[config.mk]
export PLATFORM = sky130hd
export DESIGN_NAME = next_fit_id_allocator
export DESIGN_NICKNAME = d
export VERILOG_FILES = /design/src/rtl/core/nfa_pkg.sv /design/src/rtl/core/nfa_ctrl.sv /design/src/rtl/core/nfa_dp.sv /design/src/rtl/core/next_fit_id_allocator.sv
export SDC_FILE = /design/constraint.sdc
export NUM_CORES = 1
export LEC_CHECK = 0
export BUFFER_PORTS_ARGS = -buffer_cell sky130_fd_sc_hd__clkbuf_2
export CORE_MARGIN = 2
export CORE_UTILIZATION = 50
export DETAILED_ROUTE_END_ITERATION = 6
export PLACE_DENSITY = 0.69
export SYNTH_ARGS = -nofsm -noshare
export SYNTH_HDL_FRONTEND = slang
export SYNTH_SLANG_ARGS = --single-unit
[constraint.sdc]
create_clock -name aclk -period 6.1 [get_ports aclk]
set_clock_uncertainty 0.2 [all_clocks]
set_input_delay 0.61 -clock aclk [delete_from_list [all_inputs] [get_ports aclk]]
set_output_delay 0.61 -clock aclk [all_outputs]
set_load 0.03 [all_outputs]
[src/rtl/core/nfa_pkg.sv]
// Shared constants, codes and controller command types for the next-fit ID allocator.
`timescale 1ns / 1ps

package nfa_pkg;

    localparam int ID_COUNT    = 256;
    localparam int WORD_W      = 16;
    localparam int BIT_W       = $clog2(WORD_W);
    localparam int WORD_COUNT  = (ID_COUNT + WORD_W - 1) / WORD_W;
    localparam int WORD_IDX_W  = (WORD_COUNT > 1) ? $clog2(WORD_COUNT) : 1;
    localparam int ID_W        = WORD_IDX_W + BIT_W;
    localparam int RID_W       = 9;
    localparam int GRANT_W     = 8;
    localparam int STATUS_W    = 2;
    localparam int S_TDATA_W   = 16;

    typedef enum logic {
        KIND_ALLOC   = 1'b0,
        KIND_RELEASE = 1'b1
    } kind_t;

    typedef enum logic [STATUS_W-1:0] {
        ST_OK    = 2'd0,
        ST_FULL  = 2'd1,
        ST_RANGE = 2'd2
    } status_t;

    typedef enum logic [2:0] {
        S_IDLE   = 3'b001,
        S_FIND   = 3'b010,
        S_COMMIT = 3'b100
    } state_t;

    // commands from controller to datapath
    typedef struct packed {
        logic take;
        logic find;
        logic commit;
    } nfa_cmd_t;

endpackage

[src/rtl/core/nfa_ctrl.sv]
// Controller state machine: request sequencing and result register handshake.
`timescale 1ns / 1ps

module nfa_ctrl
    import nfa_pkg::*;
(
    input  logic     aclk,
    input  logic     aresetn,
    input  logic     s_tvalid,
    input  kind_t    s_kind,
    output logic     s_tready,
    output logic     m_tvalid,
    input  logic     m_tready,
    output nfa_cmd_t cmd
);

    state_t state_reg, state_next;
    logic   out_valid_reg, out_valid_next;
    logic   commit_ok;

    assign s_tready  = (state_reg == S_IDLE);
    assign m_tvalid  = out_valid_reg;
    // the result register is free, or is being emptied this cycle
    assign commit_ok = !out_valid_reg || m_tready;

    assign cmd.take   = s_tvalid && s_tready;
    assign cmd.find   = (state_reg == S_FIND);
    assign cmd.commit = (state_reg == S_COMMIT) && commit_ok;

    always_comb begin
        state_next = state_reg;
        unique case (state_reg)
            S_IDLE: begin
                if (cmd.take) begin
                    state_next = (s_kind == KIND_RELEASE) ? S_COMMIT : S_FIND;
                end
            end
            S_FIND: begin
                state_next = S_COMMIT;
            end
            S_COMMIT: begin
                if (commit_ok) begin
                    state_next = S_IDLE;
                end
            end
            default: begin
                state_next = S_IDLE;
            end
        endcase
    end

    always_comb begin
        out_valid_next = out_valid_reg;
        if (cmd.commit) begin
            out_valid_next = 1'b1;
        end else if (m_tready) begin
            out_valid_next = 1'b0;
        end
    end

    always_ff @(posedge aclk) begin
        if (!aresetn) begin
            state_reg     <= S_IDLE;
            out_valid_reg <= 1'b0;
        end else begin
            state_reg     <= state_next;
            out_valid_reg <= out_valid_next;
        end
    end

`ifndef NO_ASSERTIONS
    a_rose_after_commit: assert property (@(posedge aclk) disable iff (!aresetn)
        $rose(out_valid_reg) |-> $past(cmd.commit))
        else $error("result valid rose without a commit");

    a_busy_after_take: assert property (@(posedge aclk) disable iff (!aresetn)
        cmd.take |=> !s_tready)
        else $error("new item accepted while one is in progress");
`endif

endmodule

[src/rtl/core/nfa_dp.sv]
// Datapath: used bitmap, search pointer, two-level free slot search and result register.
`timescale 1ns / 1ps

module nfa_dp
    import nfa_pkg::*;
(
    input  logic                 aclk,
    input  logic                 aresetn,
    input  nfa_cmd_t             cmd,
    input  kind_t                s_kind,
    input  logic [RID_W-1:0]     s_release_id,
    output logic [GRANT_W-1:0]   granted_id,
    output status_t              status
);

    logic [WORD_COUNT-1:0][WORD_W-1:0] used_reg;
    logic [ID_W-1:0]                   ptr_reg;

    // request and search stage registers
    kind_t                   kind_reg;
    logic [RID_W-1:0]        rid_reg;
    logic [WORD_COUNT-1:0]   word_free_reg;
    logic                    ge_free_reg;
    logic [WORD_IDX_W-1:0]   sel_word_reg;
    logic                    use_mask_reg;
    logic                    full_reg;

    logic [GRANT_W-1:0]      granted_reg;
    status_t                 status_reg;

    logic [WORD_COUNT-1:0][WORD_W-1:0] free_bits;
    logic [WORD_COUNT-1:0]             word_free;
    logic [WORD_IDX_W-1:0]             ptr_word;
    logic [BIT_W-1:0]                  ptr_bit;
    logic [WORD_W-1:0]                 ge_mask;

    logic [WORD_IDX_W-1:0]   start_word;
    logic [2*WORD_COUNT-1:0] word_dbl;
    logic [WORD_COUNT-1:0]   word_rot;
    logic [WORD_IDX_W:0]     word_off;
    logic                    word_any;
    logic [WORD_IDX_W:0]     word_sum;
    logic [WORD_IDX_W-1:0]   found_word;

    logic [WORD_W-1:0]       cand_bits;
    logic [BIT_W-1:0]        found_bit;
    logic [ID_W-1:0]         found_id;
    logic [ID_W-1:0]         next_ptr;
    logic                    rid_in_range;
    logic [ID_W-1:0]         rid_id;

    assign ptr_word = ptr_reg[ID_W-1:BIT_W];
    assign ptr_bit  = ptr_reg[BIT_W-1:0];

    // free bits; padding past the pool end counts as used
    always_comb begin
        for (int w = 0; w < WORD_COUNT; w++) begin
            for (int b = 0; b < WORD_W; b++) begin
                free_bits[w][b] = !used_reg[w][b] && ((w * WORD_W + b) < ID_COUNT);
            end
            word_free[w] = |free_bits[w];
        end
    end

    always_comb begin
        for (int b = 0; b < WORD_W; b++) begin
            ge_mask[b] = (BIT_W'(b) >= ptr_bit);
        end
    end

    // word level: rotate summaries to begin one word past the pointer word
    assign start_word = (ptr_word == WORD_IDX_W'(WORD_COUNT - 1)) ? '0 : ptr_word + 1'b1;
    assign word_dbl   = {word_free_reg, word_free_reg};
    assign word_rot   = word_dbl[start_word +: WORD_COUNT];

    always_comb begin
        word_off = '0;
        word_any = 1'b0;
        for (int i = WORD_COUNT - 1; i >= 0; i--) begin
            if (word_rot[i]) begin
                word_off = (WORD_IDX_W + 1)'(i);
                word_any = 1'b1;
            end
        end
    end

    assign word_sum   = {1'b0, start_word} + word_off;
    assign found_word = (word_sum >= (WORD_IDX_W + 1)'(WORD_COUNT))
                      ? WORD_IDX_W'(word_sum - (WORD_IDX_W + 1)'(WORD_COUNT))
                      : WORD_IDX_W'(word_sum);

    // bit level inside the chosen word
    assign cand_bits = free_bits[sel_word_reg] & (use_mask_reg ? ge_mask : '1);

    always_comb begin
        found_bit = '0;
        for (int b = WORD_W - 1; b >= 0; b--) begin
            if (cand_bits[b]) begin
                found_bit = BIT_W'(b);
            end
        end
    end

    assign found_id     = {sel_word_reg, found_bit};
    assign next_ptr     = (found_id == ID_W'(ID_COUNT - 1)) ? '0 : found_id + 1'b1;
    assign rid_in_range = (32'(rid_reg) < ID_COUNT);
    assign rid_id       = ID_W'(rid_reg);

    always_ff @(posedge aclk) begin
        if (cmd.take) begin
            kind_reg      <= s_kind;
            rid_reg       <= s_release_id;
            word_free_reg <= word_free;
            ge_free_reg   <= |(free_bits[ptr_word] & ge_mask);
        end
        if (cmd.find) begin
            if (ge_free_reg) begin
                sel_word_reg <= ptr_word;
                use_mask_reg <= 1'b1;
                full_reg     <= 1'b0;
            end else begin
                sel_word_reg <= found_word;
                use_mask_reg <= 1'b0;
                full_reg     <= !word_any;
            end
        end
        if (cmd.commit) begin
            granted_reg <= '0;
            status_reg  <= ST_OK;
            if (kind_reg == KIND_ALLOC) begin
                if (full_reg) begin
                    status_reg <= ST_FULL;
                end else begin
                    granted_reg <= GRANT_W'(found_id);
                end
            end else if (!rid_in_range) begin
                status_reg <= ST_RANGE;
            end
        end
    end

    always_ff @(posedge aclk) begin
        if (!aresetn) begin
            used_reg <= '0;
            ptr_reg  <= '0;
        end else if (cmd.commit) begin
            if (kind_reg == KIND_ALLOC) begin
                if (!full_reg) begin
                    used_reg[sel_word_reg][found_bit] <= 1'b1;
                    ptr_reg                           <= next_ptr;
                end
            end else if (rid_in_range) begin
                used_reg[rid_id[ID_W-1:BIT_W]][rid_id[BIT_W-1:0]] <= 1'b0;
                ptr_reg                                           <= rid_id;
            end
        end
    end

    assign granted_id = granted_reg;
    assign status     = status_reg;

`ifndef NO_ASSERTIONS
    a_ptr_in_pool: assert property (@(posedge aclk) disable iff (!aresetn)
        32'(ptr_reg) < ID_COUNT)
        else $error("search pointer beyond pool");

    a_grant_marks_used: assert property (@(posedge aclk) disable iff (!aresetn)
        (cmd.commit && kind_reg == KIND_ALLOC && !full_reg)
        |=> used_reg[$past(sel_word_reg)][$past(found_bit)])
        else $error("granted slot not marked used");
`endif

endmodule

[src/rtl/core/next_fit_id_allocator.sv]
// Allocate passes a word search stage (S_FIND), then a bit search and commit
// stage (S_COMMIT) that registers the result; release goes straight to commit.
// Commit waits while the result register is full and not being read. One item
// in flight: next accept comes the cycle after the result is committed.
// Synchronous active-low reset clears the whole used bitmap and the search
// pointer together; no clearing pass is needed.
`timescale 1ns / 1ps

module next_fit_id_allocator
    import nfa_pkg::*;
(
    input  logic                 aclk,
    input  logic                 aresetn,
    input  logic                 s_tvalid,
    output logic                 s_tready,
    input  logic [S_TDATA_W-1:0] s_tdata,   // [8:0] release_id, rest zero
    input  logic                 s_tuser,   // [0] kind
    output logic                 m_tvalid,
    input  logic                 m_tready,
    output logic [GRANT_W-1:0]   m_tdata,   // [7:0] granted_id
    output logic [STATUS_W-1:0]  m_tuser    // [1:0] status
);

    nfa_cmd_t cmd;
    kind_t    s_kind;
    status_t  status;

    assign s_kind = kind_t'(s_tuser);

    nfa_ctrl u_ctrl (
        .aclk     (aclk),
        .aresetn  (aresetn),
        .s_tvalid (s_tvalid),
        .s_kind   (s_kind),
        .s_tready (s_tready),
        .m_tvalid (m_tvalid),
        .m_tready (m_tready),
        .cmd      (cmd)
    );

    nfa_dp u_dp (
        .aclk         (aclk),
        .aresetn      (aresetn),
        .cmd          (cmd),
        .s_kind       (s_kind),
        .s_release_id (s_tdata[RID_W-1:0]),
        .granted_id   (m_tdata),
        .status       (status)
    );

    assign m_tuser = status;

endmodule
* Word-level counts from Yosys, hierarchy flattened
Index checks and enable logic that the tools add are counted.
Storage, ports and cells: memory bits (writable) 0, latch bits 0, flip-flop bits (word level) 311, word-level logic and storage cells 441, output and inout port bits 12, ROM bits 0, memories kept 0
Operators by class: bitwise operators 5, reductions and logical operators 286, equal/unequal tests 9, div/mod/pow operators 0, multipliers 0, multiplexer cells 81, $lt $le $gt $ge 27, add/subtract/negate cells 4, shifts and indexed selects 1
Operators with widths (count):
- two-way mux 256 bit | 3
- OR reduction 16 bit | 17
- logical NOT 1 bit | 258
- AND 256 bit | 1
- inverter 256 bit | 1
- bitwise OR 256 bit | 1
- binary-select mux 16 bit (select 4 bit) | 2
- demux 16 bit (select 4 bit) | 2
- two-way mux 16 bit | 5
- two-way mux 4 bit | 20
- two-way mux 5 bit | 15
- AND 16 bit | 2
- greater-or-equal comparator 4 bit (first input constant) | 8
- two-way mux 8 bit | 4
- variable part select 32 x 5 -> 16 bit | 1
- less-than comparator 4 x 5 -> 1 bit (second input constant) | 5
- two-way mux 1 bit | 22
- greater-or-equal comparator 3 x 4 -> 1 bit (first input constant) | 4
- greater-or-equal comparator 4 x 1 -> 1 bit (second input constant) | 4
- less-than comparator 9 bit (second input constant) | 1
- two-way mux 3 bit | 3
- one-hot mux 3 bit (3 select lines) | 1
- adder 8 x 1 -> 8 bit (second input constant) | 1
- demux 1 bit (select 4 bit) | 2
- 20 further kinds | 30

* Logic depth before layout (Yosys ltp)
Gate-level depths: netlist of run 1.
depth in word-level cells 29, mapped depth 20, mapped depth without buffers 17

* Cells and area by module
From an unflattened synthesis of run 1, not the netlist that was laid out.
Unflattened totals: cell total of the unflattened synthesis 1983, area, all modules 18043.6 um^2
By module, submodules not included:
- nfa_dp | cells each 1964, times used 1, area an instance 17852.1 um^2
- nfa_ctrl | cells each 19, times used 1, area an instance 191.4 um^2

* Worst setup path before layout of run 1
Ideal clock, no wire load.
path kind flip-flop to flip-flop, from reg u_dp.ptr_reg[4], to reg u_dp.sel_word_reg[3] (data pin), slack 1808 ps, period minus slack after synthesis 4292 ps, cell stages (with the launch flop) 18, data required time 5635 ps, buffers on the path 2, arrival time 3827 ps, cells stage by stage dfxtp_1 ha_1 xnor2_1 buf_2 buf_1 mux4_2 mux2i_1 nor2_1 o31ai_1 nand2_1 a21bo_2 a21boi_0 ha_1 a21o_1 a21oi_1 xor2_1 xnor2_1 o21ai_0
Between the ends: word-level cells in the longest chain between the ends 23
RTL lines:
- start, declared | line nfa_dp.sv:17 | logic [ID_W-1:0] ptr_reg;
- start signal, assigned | line nfa_dp.sv:150 | ptr_reg <= next_ptr;
- start signal, assigned | line nfa_dp.sv:154 | ptr_reg <= rid_id;
- adder 4 x 1 -> 4 bit / == test 4 bit (equally long branches) | line nfa_dp.sv:72 | assign start_word = (ptr_word == WORD_IDX_W'(WORD_COUNT - 1)) ? '0 : ptr_word + 1'b1;
- two-way mux 4 bit (*) | line nfa_dp.sv:72
- variable part select 32 x 5 -> 16 bit | line nfa_dp.sv:74 | assign word_rot = word_dbl[start_word +: WORD_COUNT];
- two-way mux 4 bit | line nfa_dp.sv:80 | if (word_rot[i]) begin
- two-way mux 5 bit (15 in series) | line nfa_dp.sv:80
- adder 4 x 5 -> 5 bit (*) | line nfa_dp.sv:87 | assign word_sum = {1'b0, start_word} + word_off;
- subtractor 4 x 1 -> 4 bit / greater-or-equal comparator 5 bit (equally long branches) | line nfa_dp.sv:89, nfa_dp.sv:88
- two-way mux 4 bit (*) | line nfa_dp.sv:89 | ? WORD_IDX_W'(word_sum - (WORD_IDX_W + 1)'(WORD_COUNT))
- two-way mux 4 bit (*) | line nfa_dp.sv:117 | if (ge_free_reg) begin
- end signal, assigned | line nfa_dp.sv:118 | sel_word_reg <= ptr_word;
- end signal, assigned | line nfa_dp.sv:122 | sel_word_reg <= found_word;
- end, declared | line nfa_dp.sv:24 | logic [WORD_IDX_W-1:0] sel_word_reg;
Mark *: on every way between the ends. The rest lies on a longest branch, timed or not. A chain may end at the register's enable or synchronous reset.

* Worst setup path in the final report of run 1
from reg u_dp.sel_word_reg[3], to reg u_dp.used_reg[139] in the netlist's numbering
Between the ends: word-level cells in the longest chain between the ends 28
RTL lines:
- binary-select mux 16 bit (select 4 bit) (*) | line nfa_dp.sv:93 | assign cand_bits = free_bits[sel_word_reg] & (use_mask_reg ? ge_mask : '1);
- two-way mux 16 bit (not written as such) (*) | line nfa_dp.sv:93
- AND 16 bit (*) | line nfa_dp.sv:93
- two-way mux 4 bit (15 in series) | line nfa_dp.sv:98 | if (cand_bits[b]) begin
- two-way mux 4 bit (*) | line nfa_dp.sv:98
- via u_dp.found_bit[1] | line nfa_dp.sv:46 | logic [BIT_W-1:0] found_bit;
- less-than comparator 4 x 5 -> 1 bit (not written as such) / greater-or-equal comparator 4 x 1 -> 1 bit (equally long branches) | line nfa_dp.sv:149 | used_reg[sel_word_reg][found_bit] <= 1'b1;
- logical AND 1 bit (not written as such) | line nfa_dp.sv:149
- two-way mux 1 bit (not written as such) | line nfa_dp.sv:149
- demux 1 bit (select 4 bit) (*) | line nfa_dp.sv:149
- two-way mux 16 bit (not written as such) (*) | line nfa_dp.sv:149
- demux 16 bit (select 4 bit) (*) | line nfa_dp.sv:149
- bitwise OR 256 bit (no line) (*)
- two-way mux 256 bit (*) | line nfa_dp.sv:148 | if (!full_reg) begin
- two-way mux 256 bit (*) | line nfa_dp.sv:147 | if (kind_reg == KIND_ALLOC) begin
- end signal, assigned | line nfa_dp.sv:144 | used_reg <= '0;
- end signal, assigned by index | line nfa_dp.sv:149
- end signal, assigned by index | line nfa_dp.sv:153 | used_reg[rid_id[ID_W-1:BIT_W]][rid_id[BIT_W-1:0]] <= 1'b0;
- end, declared | line nfa_dp.sv:16 | logic [WORD_COUNT-1:0][WORD_W-1:0] used_reg;
The timed path passes the listed nets; every way through them passes the cells marked *. The select of a mux whose other input is x is not followed.

==> flow_summary.yaml, run 1 <==
outcome:
  status: "completed"
worst_hold_path:
  holdPathStages: 1
  hp-class: "input port to flip-flop"
cts:
  cts-root-buf: "clkbuf_16"
  path_clk_slew_ns: 0.06
  cts_max_path_buffers: 3
  cts.repair.resized: 0
  cts_buffers: 36
  cts.htree.levels: 2
  cts_num_sinks: 311
  clk_latency_ns: 0.56
  cts_tree: "built"
  post_cts_buffers: 0
  cts_hold_buf: 0
critical_path:
  crit_path_end_kind: "flip-flop"
  cp_max_fo: 17
  crit_type: "flip-flop to flip-flop"
  cp_data_required_time_ns: 6.34
  startpoint_type: "flip-flop"
  endpoint: "u_dp.used_reg[139]"
  startpoint: "u_dp.sel_word_reg[3]"
  arrival_ns: 5.35
  r2r_slack_ns: 0.99
  r2r-end: "u_dp.used_reg[139]"
  r2r_start: "u_dp.sel_word_reg[3]"
  reg2regPathDepth: 14
cells_and_area:
  multi_input_area_mm2: 0.0112
  regArea_mm2: 0.00666
  layout-drive-gt1-share: 0.145
  area_delta_synth_final_pct: 7.44
  fill_cells: 3279
  largest_reg_flops: 256
  final_common_cell: "o21ai_0"
  stdcell_count: 2417
  nNetsFinal: 1951
  final_cell_mix: "o21ai_0, dfxtp_1, nand2_1"
floorplanning:
  die_y_um: 197
  initial_utilization: 0.510
  die_area_mm2: 0.0390
  core_area_mm2: 0.0367
  io_pins: 33
  rows: 70
  die_x_um: 197
sta:
  fmax_mhz: 196
  tightestPinTransition_ns: 1.03
  maxSlewViolCount: 0
  hold_violations: 0
  tns_ns: 0
  layout_min_cycle_time_ns: 5.11
  slew_headroom: 0.310
  setup_viol: 0
  rsz0062_at_grt: "no"
  min_period_over_period: 0.838
route:
  wire_per_inst_um: 28.5
  ant_nets: 0
  drcViolationCount: 0
  drt_pre_antenna_iters: 6
  totalWireLength_um: 69000
  drt_iter0_markers: 2531
  routed_via_density: 7.10
  vias: 17200
global_routing:
  grt_pass1_vias: 16300
  overflow: 0
  antenna_found_initial: 4
  grt_max_degree: 108
  track_usage: 0.354
  grt_pass1_wl_um: 103000
power:
  ir_drop_mv: 0.158
  p_leak_nw: 6.56
  p_per_area_mw_per_mm2: 221
  p_comb_frac: 0.028
  seq_power_share: 0.474
  swShare: 0.227
  clkPwrFrac: 0.498
  switching_power_w: 0.00101
  p_int_w: 0.00344
synthesis:
  synth_edf_count: 43
  syn-num-nets: 2016
  synthFlopType: "dfxtp_1"
  synth-warning-count: 0
  syn_avg_cell_area_um2: 9.43
  netlist_area_mm2: 0.0187
  ys_seq_elements: 311
  ys_types: 85
  synthCells: 1986
  yosysSeqAreaShare: 0.356
  async_reset_ff_frac: 0
placement:
  routabilityCongestion: 1.03
  port_buffers: 25
  placed_cells: 2351
  dp_hpwl_um: 49800
run:
  maxCapViolations: 0
worst min-delay path by stage:
stage	startpoint	end	slack, ns
floorplan	u_dp.used_reg[63]	u_dp.used_reg[63]	0.27
global placement	u_dp.used_reg[127]	u_dp.used_reg[127]	0.29
detailed placement	u_dp.used_reg[79]	u_dp.used_reg[79]	0.30
CTS	s_tdata[3]	u_dp.rid_reg[3]	0.01
global route	s_tdata[3]	u_dp.rid_reg[3]	0.02
finish	s_tdata[3]	u_dp.rid_reg[3]	0.03
logic make-up (layout without fill, tap and decap cells):
logic type / count (synthesis) / after routing / synth area share
AOI/OAI and AO/OA: 646 / 646 / 0.207
xor gates and xnor gates: 6 / 6 / 0.00281
adders and majority gates: 9 / 9 / 0.00642
buffers and inverters: 170 / 131 / 0.0444
DFF: 311 / 311 / 0.356
muxes: 224 / 224 / 0.210
other: 0 / 2 / 0
and+or+nand+nor: 620 / 620 / 0.174
stage by stage:
stage          instance area, um2  setup WS (ns)  hold WS [ns]  total power (W)   util
2_1_floorplan               18700           1.81         0.271          0.00222      -
3_3_place_gp                18900           1.05         0.290          0.00227  0.515
3_5_place_dp                18900           1.01         0.299          0.00227  0.515
4_1_cts                     20100          0.988        0.0110          0.00445  0.548
5_1_grt                     20100          0.544        0.0234          0.00454  0.548
6_report                    20100          0.991        0.0259          0.00444  0.548
final cells by class:
class	instances	area share
flip-flops and latches	311	0.331
inverters	14	0.00261
well taps	468	0.0291
multi-input cells	1505	0.559
clock buffers	50	0.0514
repair buffers	53	0.0182
clock inverters	14	0.00778
diodes	2	0.000249
cell usage after synthesis, drive strengths merged (18+ instances only):
| library cell | n | area [um2] |
|---|---|---|
| nand4 | 68 | 425 |
| mux4 | 133 | 3000 |
| dfxtp | 268 | 5370 |
| a21boi | 148 | 1110 |
| and3 | 19 | 129 |
| and2 | 126 | 788 |
| mux2 | 18 | 203 |
| nor2 | 50 | 188 |
| mux2i | 73 | 731 |
| a21oi | 23 | 115 |
| nand2 | 236 | 886 |
| nand3 | 25 | 125 |
| buf | 60 | 404 |
| o21ai | 388 | 1940 |
| edfxtp | 43 | 1290 |
| clkbuf | 96 | 375 |
routing by layer:
metal | global-route usage | wire length [um]
met2 | 0.550 | 30700
met1 | 0.456 | 26100
met4 | 0.203 | 4190
met3 | 0.0813 | 7950
met5 | 0 | 92
worst max-delay path, stage by stage, from the launching register on:
cell and delay, ns:
edfxtp_1 0.95, buf_4 0.41, nor2b_1 0.65, a22oi_1 0.20, and4b_1 0.29, nand2b_1 0.18, a21oi_1 0.15, a211oi_1 0.12
o311ai_0 0.33, buf_4 0.22, inv_1 0.07, ha_1 0.27, nand2_1 0.55, o21ai_0 0.19, and2_1 0.19
power groups by stage:
stage / registers [W] / clock network [W] / logic (W)
5_1_grt: 0.00211 / 0.00231 / 0.000129
2_1_floorplan: 0.00214 / 0 / 0.0000858
3_5_place_dp: 0.00215 / 0 / 0.000120
6_report: 0.00211 / 0.00221 / 0.000123
4_1_cts: 0.00210 / 0.00223 / 0.000121
3_3_place_gp: 0.00215 / 0 / 0.000118
Power figures use the tool's default switching activity.
==> run 2: changes to the inputs <==
--- a/config.mk
+++ b/config.mk
@@ -9,7 +9,7 @@
 export CORE_MARGIN = 2
 export CORE_UTILIZATION = 50
 export DETAILED_ROUTE_END_ITERATION = 6
-export PLACE_DENSITY = 0.69
+export PLACE_DENSITY = 0.71
 export SYNTH_ARGS = -nofsm -noshare
 export SYNTH_HDL_FRONTEND = slang
 export SYNTH_SLANG_ARGS = --single-unit
==> constraint.sdc (replaced) <==
create_clock -name aclk -period 4.35 [get_ports aclk]
set_clock_uncertainty 0.2 [all_clocks]
set_input_delay 0.435 -clock aclk [delete_from_list [all_inputs] [get_ports aclk]]
set_output_delay 0.435 -clock aclk [all_outputs]
set_load 0.03 [all_outputs]
==> run 2 against run 1 <==
Net effect: clock-buffer cell count shrank 1; critical path type unchanged; register-to-register slack got worse by 0.86 ns; global-route usage grew 0.74 points; largest cell class unchanged; final cell count is 4.0% higher; critical endpoint is now u_dp.ptr_reg[6]; total power up 37%.
==> flow_summary.yaml, run 2 (synthesis gave the netlist of run 1 again) <==
outcome:
  status: "completed"
worst_hold_path:
  hp-class: "input port to flip-flop"
  holdPathStages: 3
  worstHoldStart: "s_tvalid"
cts:
  cts-root-buf: "clkbuf_16"
  cts_num_sinks: 311
  cts_buffers: 36
  cts_max_path_buffers: 3
  cts_tree: "built"
  path_clk_slew_ns: 0.06
  clk_latency_ns: 0.56
  cts.htree.levels: 2
route:
  vias: 17700
  ant_nets: 0
  totalWireLength_um: 70800
  drcViolationCount: 0
  routed_via_density: 7.02
  wire_per_inst_um: 28.2
  drt_iter0_markers: 2748
  drt_pre_antenna_iters: 6
cells_and_area:
  area_delta_synth_final_pct: 13.3
  fill_cells: 3154
  final_common_cell: "o21ai_0"
  largest_reg_flops: 256
  layout-drive-gt1-share: 0.189
  nNetsFinal: 2050
  final_cell_mix: "o21ai_0, dfxtp_1, nand2_1"
sta:
  whs_ns: 0.0548
  tns_ns: 0
  tightestPinTransition_ns: 1.08
  hold_violations: 0
  maxSlewViolCount: 0
  min_period_over_period: 0.969
  setup_viol: 0
  slew_headroom: 0.280
  fmax_mhz: 237
  layout_min_cycle_time_ns: 4.21
critical_path:
  startpoint: "u_dp.sel_word_reg[0]"
  path_buf_inv: 4
  reg2regPathDepth: 16
  arrival_ns: 4.46
  r2r_start: "u_dp.sel_word_reg[0]"
  r2r_slack_ns: 0.14
  crit_path_end_kind: "flip-flop"
  crit_slowest_cell: "mux4_2"
  cp_cell_sequence: "buf_12 > buf_4 > mux4_2 > nand2b_1 > a21oi_1 > o22ai_1 > o31a_1 > o31a_1 > nand3_1 > inv_1 > ha_1 > buf_4 > and2_1 > and4_1 > and3_1 > o41ai_2"
  critPathMaxStageDelay_ns: 0.50
  cpLargestDelayFamily: "compound AO/OA/AOI/OAI gates"
  cp_num_cells: 16
  cp_data_required_time_ns: 4.60
  crit_type: "flip-flop to flip-flop"
  startpoint_type: "flip-flop"
  cp_max_fo: 14
power:
  p_per_area_mw_per_mm2: 288
  ir_drop_mv: 0.269
  p_leak_nw: 7.04
floorplanning:
  die_area_mm2: 0.0390
  io_pins: 33
  initial_utilization: 0.510
  core_area_mm2: 0.0367
  rows: 70
  die_x_um: 197
  die_y_um: 197
global_routing:
  antenna_found_initial: 1
  grt_pass1_vias: 16700
  track_usage: 0.362
  grt_max_degree: 94
  grt_pass1_wl_um: 105000
  overflow: 0
placement:
  port_buffers: 25
  routabilityCongestion: 1.08
  dp_hpwl_um: 51400
run:
  maxCapViolations: 0
[run 2: stage by stage]
step                worst slack, ns  instance area (um2)  std cells  total power [W]   util
floorplan                    0.0581                18700       1986          0.00312      -
global placement             0.0659                19700       2430          0.00319  0.538
detailed placement          -0.0785                19700       2430          0.00319  0.538
CTS                          0.0228                21000       2502          0.00611  0.571
global route                -0.0103                21200       2512          0.00623  0.578
finish                        0.135                21200       2513          0.00611  0.578
[run 2: path summary, 6_finish.rpt]
| path | to |
|---|---|
| setup / recovery | u_dp.ptr_reg[6] |
| hold / removal | u_ctrl.state_reg[1] |
| setup reg to reg | u_dp.ptr_reg[6] |
| hold reg to reg | u_dp.used_reg[163] |
[run 2: what timing repair did]
item | CTS | global route
setup buffers | 0 | 9
setup endpoints to repair | 21 | 47
endpoints found under the hold margin | 11 | 0
cloned | 0 | 1
gates resized for setup | 4 | 31
pin swaps | 0 | 3
hold buffers | 10 | 0
[run 2: power by group]
part	internal, W	leakage [nW]	total, W	switching (W)
clock	0.00172	0.541	0.00296	0.00125
combinational	0.0000653	3.98	0.000195	0.000129
sequential	0.00292	2.52	0.00295	0.0000283
total	0.00470	7.04	0.00611	0.00140
[run 2: layout make-up]
| type | instances | area, um2 | area share |
|---|---|---|---|
| Antenna cell | 1 | 2.50 | 0.000118 |
| Clock buffer | 49 | 990 | 0.0466 |
| Clock inverter | 13 | 134 | 0.00631 |
| Inverter | 14 | 52.6 | 0.00248 |
| Multi-Input combinational cell | 1505 | 11400 | 0.537 |
| Sequential cell | 311 | 6660 | 0.314 |
| Tap cell | 468 | 586 | 0.0276 |
| Timing Repair Buffer | 152 | 1390 | 0.0655 |
[run 2: worst min-delay path: stages]
cell	delay, ns
clkbuf_2	0.09
nand3b_1	0.16
nor4b_1	0.07
[run 2: layer usage]
| metal | wire (um) | track usage |
|---|---|---|
| met5 | 13 | 0 |
| met4 | 4260 | 0.190 |
| met3 | 8120 | 0.0765 |
| met2 | 31800 | 0.564 |
| met1 | 26700 | 0.474 |
